$ cat src/rtl/core/cfs_pkg.sv
// Types and constants of the camera flash sequencer.
`default_nettype none

package cfs_pkg;

    typedef enum logic [2:0] {
        PH_IDLE = 3'd0,
        PH_WAIT = 3'd1,
        PH_NOFL = 3'd2,
        PH_TAF  = 3'd3,
        PH_PRE  = 3'd4,
        PH_MAIN = 3'd5
    } phase_t;

    typedef enum logic [1:0] {
        LK_LOCKED  = 2'd0,
        LK_TAF     = 2'd1,
        LK_PRE_AF  = 2'd2,
        LK_PRE_NAF = 2'd3
    } lock_t;

    localparam logic [1:0] MODE_AUTO = 2'd1;
    localparam logic [1:0] MODE_ON   = 2'd2;

    localparam logic [7:0] AE_S1_RUNNING = 8'h12;
    localparam logic [7:0] AF_S1_OK      = 8'h10;
    localparam logic [7:0] AF_S1_FAIL    = 8'h11;
    localparam logic [7:0] UNDECIDED     = 8'd2;

    localparam int unsigned CFG_IDX_W = 1;
    localparam logic [CFG_IDX_W-1:0] CFG_FLASH_MODE = 1'd0;
    localparam logic [CFG_IDX_W-1:0] CFG_PRIMARY    = 1'd1;

    typedef struct packed {
        phase_t phase;
        lock_t  lock;
        logic   lit;
    } state_t;

    typedef struct packed {
        phase_t phase;
        lock_t  lock;
        logic   torch_on;
        logic   torch_off;
        logic   lit;
    } result_t;

endpackage

`default_nettype wire

$ cat src/rtl/core/cfs_step.sv
// Next-state and result logic for one transferred item.
`default_nettype none

module cfs_step (
    input  var cfs_pkg::state_t  cur,
    input  wire logic [1:0]      strobe_mode,
    input  wire logic            primary_sensor,
    input  wire logic            kind,
    input  wire logic [1:0]      arm_lock,
    input  wire logic [7:0]      ae_converge,
    input  wire logic [7:0]      ae_cal_ready,
    input  wire logic [7:0]      ae_flash_flag,
    input  wire logic [7:0]      af_assist_flag,
    input  wire logic [7:0]      af_converge,
    input  wire logic [7:0]      preflash_cal_ready,
    input  wire logic [7:0]      preflash_state,
    input  wire logic [7:0]      main_energy,
    output cfs_pkg::state_t      nxt,
    output cfs_pkg::result_t     res
);

    logic ae_running;
    logic af_done;
    logic decided;
    logic want;
    logic need;
    logic mode_on;
    logic mode_auto;
    logic wait_af;
    logic pf_ready;
    logic on_p;
    logic off_p;

    assign ae_running = (ae_converge == cfs_pkg::AE_S1_RUNNING);
    assign af_done    = af_converge inside {cfs_pkg::AF_S1_OK, cfs_pkg::AF_S1_FAIL};
    assign decided    = !(ae_running || (ae_cal_ready == 8'd0)
                          || (af_assist_flag == cfs_pkg::UNDECIDED)
                          || (ae_flash_flag == cfs_pkg::UNDECIDED));
    assign want       = (af_assist_flag != 8'd0) || (ae_flash_flag != 8'd0);
    assign mode_on    = (strobe_mode == cfs_pkg::MODE_ON);
    assign mode_auto  = (strobe_mode == cfs_pkg::MODE_AUTO);
    // Touch AF fires only on demand; otherwise forced mode always fires.
    assign need       = (cur.lock == cfs_pkg::LK_TAF) ? ((mode_on || mode_auto) && want)
                                                       : (mode_on || (mode_auto && want));
    assign wait_af    = ((cur.lock == cfs_pkg::LK_PRE_AF) || (cur.lock == cfs_pkg::LK_TAF))
                        && !af_done;
    assign pf_ready   = (preflash_cal_ready != 8'd0) && (preflash_state != 8'd0)
                        && (main_energy != 8'd0);

    always_comb
    begin
        nxt   = cur;
        on_p  = 1'b0;
        off_p = 1'b0;
        if (kind)
        begin
            nxt.lock  = cfs_pkg::lock_t'(arm_lock);
            nxt.phase = cfs_pkg::PH_IDLE;
        end
        else
        begin
            if (!primary_sensor)
            begin
                nxt.lock = cfs_pkg::LK_LOCKED;
            end
            if (nxt.lock != cfs_pkg::LK_LOCKED)
            begin
                case (cur.phase)
                    cfs_pkg::PH_IDLE:
                    begin
                        if (ae_running)
                        begin
                            nxt.phase = cfs_pkg::PH_WAIT;
                        end
                    end
                    cfs_pkg::PH_WAIT:
                    begin
                        if (decided)
                        begin
                            if (need)
                            begin
                                on_p      = 1'b1;
                                nxt.lit   = 1'b1;
                                nxt.phase = (cur.lock == cfs_pkg::LK_TAF) ? cfs_pkg::PH_TAF
                                                                          : cfs_pkg::PH_PRE;
                            end
                            else if (af_done)
                            begin
                                nxt.phase = cfs_pkg::PH_IDLE;
                                nxt.lock  = cfs_pkg::LK_LOCKED;
                            end
                            else
                            begin
                                nxt.phase = cfs_pkg::PH_NOFL;
                            end
                        end
                    end
                    cfs_pkg::PH_NOFL:
                    begin
                        if (af_done)
                        begin
                            nxt.phase = cfs_pkg::PH_IDLE;
                            nxt.lock  = cfs_pkg::LK_LOCKED;
                        end
                    end
                    cfs_pkg::PH_TAF, cfs_pkg::PH_PRE:
                    begin
                        if (!wait_af && pf_ready)
                        begin
                            if (cur.phase == cfs_pkg::PH_TAF)
                            begin
                                // Touch AF calibration done: drop the torch.
                                off_p     = 1'b1;
                                nxt.lit   = 1'b0;
                                nxt.phase = cfs_pkg::PH_IDLE;
                            end
                            else
                            begin
                                nxt.phase = cfs_pkg::PH_MAIN;
                            end
                            nxt.lock = cfs_pkg::LK_LOCKED;
                        end
                    end
                    default:
                    begin
                        // Main flash and unused codes hold until the next arm.
                    end
                endcase
            end
        end
    end

    always_comb
    begin
        res.phase     = nxt.phase;
        res.lock      = nxt.lock;
        res.torch_on  = on_p;
        res.torch_off = off_p;
        res.lit       = nxt.lit;
    end

endmodule

`default_nettype wire

$ cat src/rtl/core/camera_flash_sequencer.sv
// Top level of the camera flash sequencer.
`default_nettype none

// Camera flash sequencer: takes one item per transfer (frame metadata or an
// arm command) and returns exactly one result per item, carrying the phase,
// lock cause and torch state after that item plus torch on/off pulses. The
// block sustains one item per clock cycle while out_ready is high; a result
// appears in the output register in the cycle after its input transfer. in_ready
// stays high whenever the output register is empty or is being drained in the same
// cycle, so throughput is set only by the consumer's out_ready. Configuration writes
// (strobe mode at index 0, primary_sensor at index 1) take effect at the next
// clock edge and must be issued while no item is in flight.
module camera_flash_sequencer (
    input  wire logic       clk,
    input  wire logic       rst_n,
    input  wire logic       cfg_we,
    input  wire logic [0:0] cfg_index,
    input  wire logic [1:0] cfg_data,
    input  wire logic       in_valid,
    output logic            in_ready,
    input  wire logic       kind,
    input  wire logic [1:0] arm_lock,
    input  wire logic [7:0] ae_converge,
    input  wire logic [7:0] ae_cal_ready,
    input  wire logic [7:0] ae_flash_flag,
    input  wire logic [7:0] af_assist_flag,
    input  wire logic [7:0] af_converge,
    input  wire logic [7:0] preflash_cal_ready,
    input  wire logic [7:0] preflash_state,
    input  wire logic [7:0] main_energy,
    output logic            out_valid,
    input  wire logic       out_ready,
    output logic [2:0]      phase,
    output logic [1:0]      lock_out,
    output logic            torch_on_cmd,
    output logic            torch_off_cmd,
    output logic            flash_lit
);

    logic [1:0]       strobe_mode_reg;
    logic             primary_reg;
    cfs_pkg::state_t  state_reg;
    cfs_pkg::state_t  state_next;
    cfs_pkg::result_t res_next;
    cfs_pkg::result_t res_reg;
    logic             out_valid_reg;
    logic             in_xfer;

    assign in_ready = !out_valid_reg || out_ready;
    assign in_xfer  = in_valid && in_ready;

    always_ff @(posedge clk or negedge rst_n)
    begin
        if (!rst_n)
        begin
            strobe_mode_reg <= 2'd0;
            primary_reg     <= 1'b1;
        end
        else if (cfg_we)
        begin
            case (cfg_index)
                cfs_pkg::CFG_FLASH_MODE: strobe_mode_reg <= cfg_data;
                cfs_pkg::CFG_PRIMARY:    primary_reg     <= cfg_data[0];
                default:                 ;
            endcase
        end
    end

    cfs_step u_step (
        .cur                (state_reg),
        .strobe_mode        (strobe_mode_reg),
        .primary_sensor     (primary_reg),
        .kind               (kind),
        .arm_lock           (arm_lock),
        .ae_converge        (ae_converge),
        .ae_cal_ready       (ae_cal_ready),
        .ae_flash_flag      (ae_flash_flag),
        .af_assist_flag     (af_assist_flag),
        .af_converge        (af_converge),
        .preflash_cal_ready (preflash_cal_ready),
        .preflash_state     (preflash_state),
        .main_energy        (main_energy),
        .nxt                (state_next),
        .res                (res_next)
    );

    always_ff @(posedge clk or negedge rst_n)
    begin
        if (!rst_n)
        begin
            state_reg.phase <= cfs_pkg::PH_IDLE;
            state_reg.lock  <= cfs_pkg::LK_LOCKED;
            state_reg.lit   <= 1'b0;
            out_valid_reg   <= 1'b0;
        end
        else
        begin
            if (in_xfer)
            begin
                state_reg     <= state_next;
                out_valid_reg <= 1'b1;
            end
            else if (out_ready)
            begin
                out_valid_reg <= 1'b0;
            end
        end
    end

    // Payload register: load on every input transfer, hold otherwise.
    always_ff @(posedge clk)
    begin
        if (in_xfer)
        begin
            res_reg <= res_next;
        end
    end

    assign out_valid     = out_valid_reg;
    assign phase         = res_reg.phase;
    assign lock_out      = res_reg.lock;
    assign torch_on_cmd  = res_reg.torch_on;
    assign torch_off_cmd = res_reg.torch_off;
    assign flash_lit     = res_reg.lit;

endmodule

`default_nettype wire

$ cat config.mk
export PLATFORM = sky130hd
export DESIGN_NAME = camera_flash_sequencer
export DESIGN_NICKNAME = d
export VERILOG_FILES = /design/src/rtl/core/cfs_pkg.sv /design/src/rtl/core/cfs_step.sv /design/src/rtl/core/camera_flash_sequencer.sv
export SDC_FILE = /design/constraint.sdc
export NUM_CORES = 1
export LEC_CHECK = 0
export BUFFER_PORTS_ARGS = -buffer_cell sky130_fd_sc_hd__buf_2
export CORE_MARGIN = 2
export CORE_UTILIZATION = 40
export CTS_BUF_LIST = sky130_fd_sc_hd__clkbuf_4 sky130_fd_sc_hd__clkbuf_8 sky130_fd_sc_hd__clkbuf_16
export CTS_CLUSTER_DIAMETER = 200
export DETAILED_ROUTE_END_ITERATION = 8
export PLACE_DENSITY = 0.78
export SETUP_SLACK_MARGIN = 0.2
export SLEW_MARGIN = 40
export SYNTH_ARGS = -nofsm -noshare
export SYNTH_HDL_FRONTEND = slang
export SYNTH_SLANG_ARGS = --single-unit
$ cat constraint.sdc
create_clock -name clk -period 2.3 [get_ports clk]
set_input_delay 0.46 -clock clk [delete_from_list [all_inputs] [get_ports clk]]
set_output_delay 0.46 -clock clk [all_outputs]
set_load 0.05 [all_outputs]
==> metrics.md <==
| Metric | Value |
|---|---|
| Run status | `complete, but fails checks` |
| Layout area overhead | `39.4%` |
| Yosys warnings | `0` |
| Total chip power | `0.856 mW` |
| Post-CTS setup buffers | `0` |
| Gp weighted congestion | `0.760` |
| Clk slew on worst S/H paths | `~100 ps` |
| Hold buffer count at cts | `0` |
| Final setup fails | `0` |
| Reg-to-Reg Start | `strobe_mode_reg[0]` |
| Final nets | `between 300 and 400` |
| Leakage power | `0.813 nW` |
| Synth area leaders | `edfxtp_1 20%, dfrtp_1 19%, nor4_1 6.2%` |
| Failing checks | `DRC` |
| Die width | `about 59 um` |
| DP HPWL | `between 2 and 3 mm` |
| Grt total ovfl | `0` |
| Largest family of logic cells by synthesized area | `simple AND/OR/NAND/NOR gates` |
| Antenna cells | `0` |
| TritonCTS clock tree | `built` |
| TNS Setup | `0 ps` |
| Final WL | `3.09 mm` |
| Xor/xnor cell area share of the yosys netlist | `0` |
| Max Fclk | `493 MHz` |
| Worst path required time | `between 2000 and 2500 ps` |
| Slowest CP cell | `nor4_1` |
| Worst setup path class | `in2reg` |
| Crit path launch | `af_assist_flag[5]` |
| Sequential-to-total area share from yosys stat | `0.408` |
| Share of post-route cells with drive strength above 1 | `0.442` |
| Crit Path Max Fanout | `4` |
| DIE AREA | `0.00347 mm^2` |
| Initial DRT Pass Iterations | `6` |
| Largest register FFs | `6` |
| H-Tree Depth | `1` |
| Crit path buf inv count | `1` |
| Post-Synth Simple-Gate Area | `0.309` |
| RSZ-0062 raised after global routing | `false` |
| Clock Latency Late Sink | `approximately 290 ps` |
| Syn Inst Count | `136` |
| Initial antenna violation count | `0` |
| Die Y | `~60 um` |
| Commonest non-fill, non-tap cell in the layout | `buf_2` |
| Worst Path Arrival | `just over 2000 ps` |
| Endpoints failing hold | `0` |
| Max Cap Violations | `0` |
| Slew Limit Fails | `0` |
| Initial Util | `0.430` |
| DRC Markers | `2` |
| Netlist cell types | `39` |
| Placed Area | `0.00164 mm^2` |
| Longest Clk Path Bufs | `2` |
| Final Skew | `about 7.4 ps` |
| Commonest non-fill, non-tap cells in the layout | `83 x buf_2, 19 x nand2_1, 13 x nor2_1, 12 x nor4_1, 12 x o21ai_0` |
| Maximum vdd drop | `369 uV` |
| Worst-Margin Slew | `around 640 ps` |
| DR vias/cell | `between 5 and 6` |
| Sink Count | `18` |
| DRT iter0 DRCs | `34` |
| HP Class | `in2reg` |
| Min cycle time layout | `between 2000 and 2500 ps` |
| Io pins | `85` |
| CTS resizes | `0` |
| Nature of the critical path endpoint | `flop` |
| Post-synth EDFFs | `8` |
| Ys async rst share | `0.556` |
| Fill count | `~280` |
| Yosys reg bits | `18` |
| Core area | `between 0.002 and 0.003 mm^2` |
| IO buf count | `83` |
| Area leader, netlist | `edfxtp_1` |
| CTS buffer count | `3` |
| Period utilization | `0.881` |
| First-pass GRT wire length | `5.29 mm` |
| Cell area after synthesis | `0.00120 mm^2` |
| Detail-routed net length per standard cell | `12.1 um` |
| Cell family with most CP delay | `simple AND/OR/NAND/NOR gates` |
| Pin count of the biggest net entering global routing | `22` |
| PD cells | `roughly 510 mW/mm^2` |
| Vias in the first global route | `roughly 1200` |
| Post-Route Utilization | `0.599` |
| Vias | `approximately 1300` |
| Adder-cell share of the synthesized area | `0.0312` |
| Cell Rows | `19` |
| Normalized max-slew margin | `0.569` |
| Syn_area_per_cell | `8.86 um^2` |
| Syn Nets | `approximately 210` |
| GRT Overall Usage | `0.197` |
| Critical hold path startpoint | `in_valid` |
| Startpoint Class | `input port` |
| Dominant synthesized flop cell | `dfrtp_1` |
| Worst-path cell chain | `buf_2 > nor4_1 > nand4_1 > a311oi_1 > nand3b_1 > a21oi_2 > o21ai_0` |
| Mux share of post-synthesis cell area | `0.0187` |
| Routed Antenna Nets | `0` |
| Compound-gate portion of the synthesized area | `0.179` |
| CTS root buf | `clkbuf_4` |
| Share of Yosys cell area claimed by the top area cell type | `0.199` |
| Largest stage delay on the critical path | `~400 ps` |
| Design Area, Final | `between 0.0015 and 0.002 mm^2` |
==> kinds of logic (layout without fill, tap and decap cells) <==
| group | count (synthesis) | in the layout |
|---|---|---|
| AOI/OAI and AO/OA | 35 | 35 |
| adders and majority gates | 3 | 3 |
| DFF | 18 | 18 |
| muxes | 2 | 2 |
| and+or+nand+nor | 68 | 68 |
| buffers and inverters | 10 | 98 |
==> per-layer routing <==
metal	vias up	part of all wire	global-route usage	routed length, um
li1	691	-	-	-
met1	609	0.43	0.244	1330
met2	35	0.52	0.351	1600
met3	0	0.052	0.0505	159
met4	0	0	0.0292	0
met5	-	0	0	0
==> worst reg2reg max path, cell delays in order, from the launching register on <==
cell	delay, ps
dfrtp_1	360
inv_1	70
ha_1	290
inv_1	50
a311oi_1	330
nand3b_1	150
a21oi_2	240
o21ai_0	120
==> cells in the mapped netlist, types with 2 or more instances <==
master,instances
nand2_1,19
o21ai_0,12
nand3_1,2
edfxtp_1,8
nor2b_1,2
nor4_1,12
mux2_2,2
a21oi_1,9
o22ai_1,2
nor3_1,6
nor2_1,13
dfrtp_1,9
nand2b_1,2
ha_1,3
a31oi_1,2
nand3b_1,2
nor4b_1,2
clkbuf_8,2
inv_1,7
==> power breakdown <==
group          total [mW]  internal, mW  leakage (nW)  switching, mW
Clock               0.157        0.0632        0.0154         0.0936
Combinational       0.300         0.130         0.597          0.170
Sequential          0.399         0.373         0.200         0.0258
Total               0.856         0.567         0.813          0.289
==> final timing paths <==
check | slack (ps) | end | cells after the start
max | 270 | lock_out[1] | 7
min | 360 | out_valid | 2
max reg2reg | 440 | lock_out[1] | 7
min reg2reg | 540 | state_reg[0] | 2
max in group asynchronous | 1490 | primary_reg | 2
min in group asynchronous | 540 | state_reg[3] | 2
==> area by class of cell <==
cell class                 instances  area (um^2)  area share
sequential                        18          492       0.293
clock inverter                     1         3.75     0.00224
tap                               31         38.8      0.0231
clock buffer                       3         22.5      0.0134
inverter                           7         26.3      0.0156
multi-input combinational        108          648       0.386
timing repair buffer              87          448       0.267
==> per-stage QoR <==
step,hold slack [ps],worst slack (ps),instances
6_report,363,274,255
5_1_grt,378,202,255
4_1_cts,5.17,308,254
3_5_place_dp,338,-23.0,250
3_3_place_gp,335,0.291,250
2_1_floorplan,164,238,136
No activity file was read; power rests on OpenSTA's default activity.
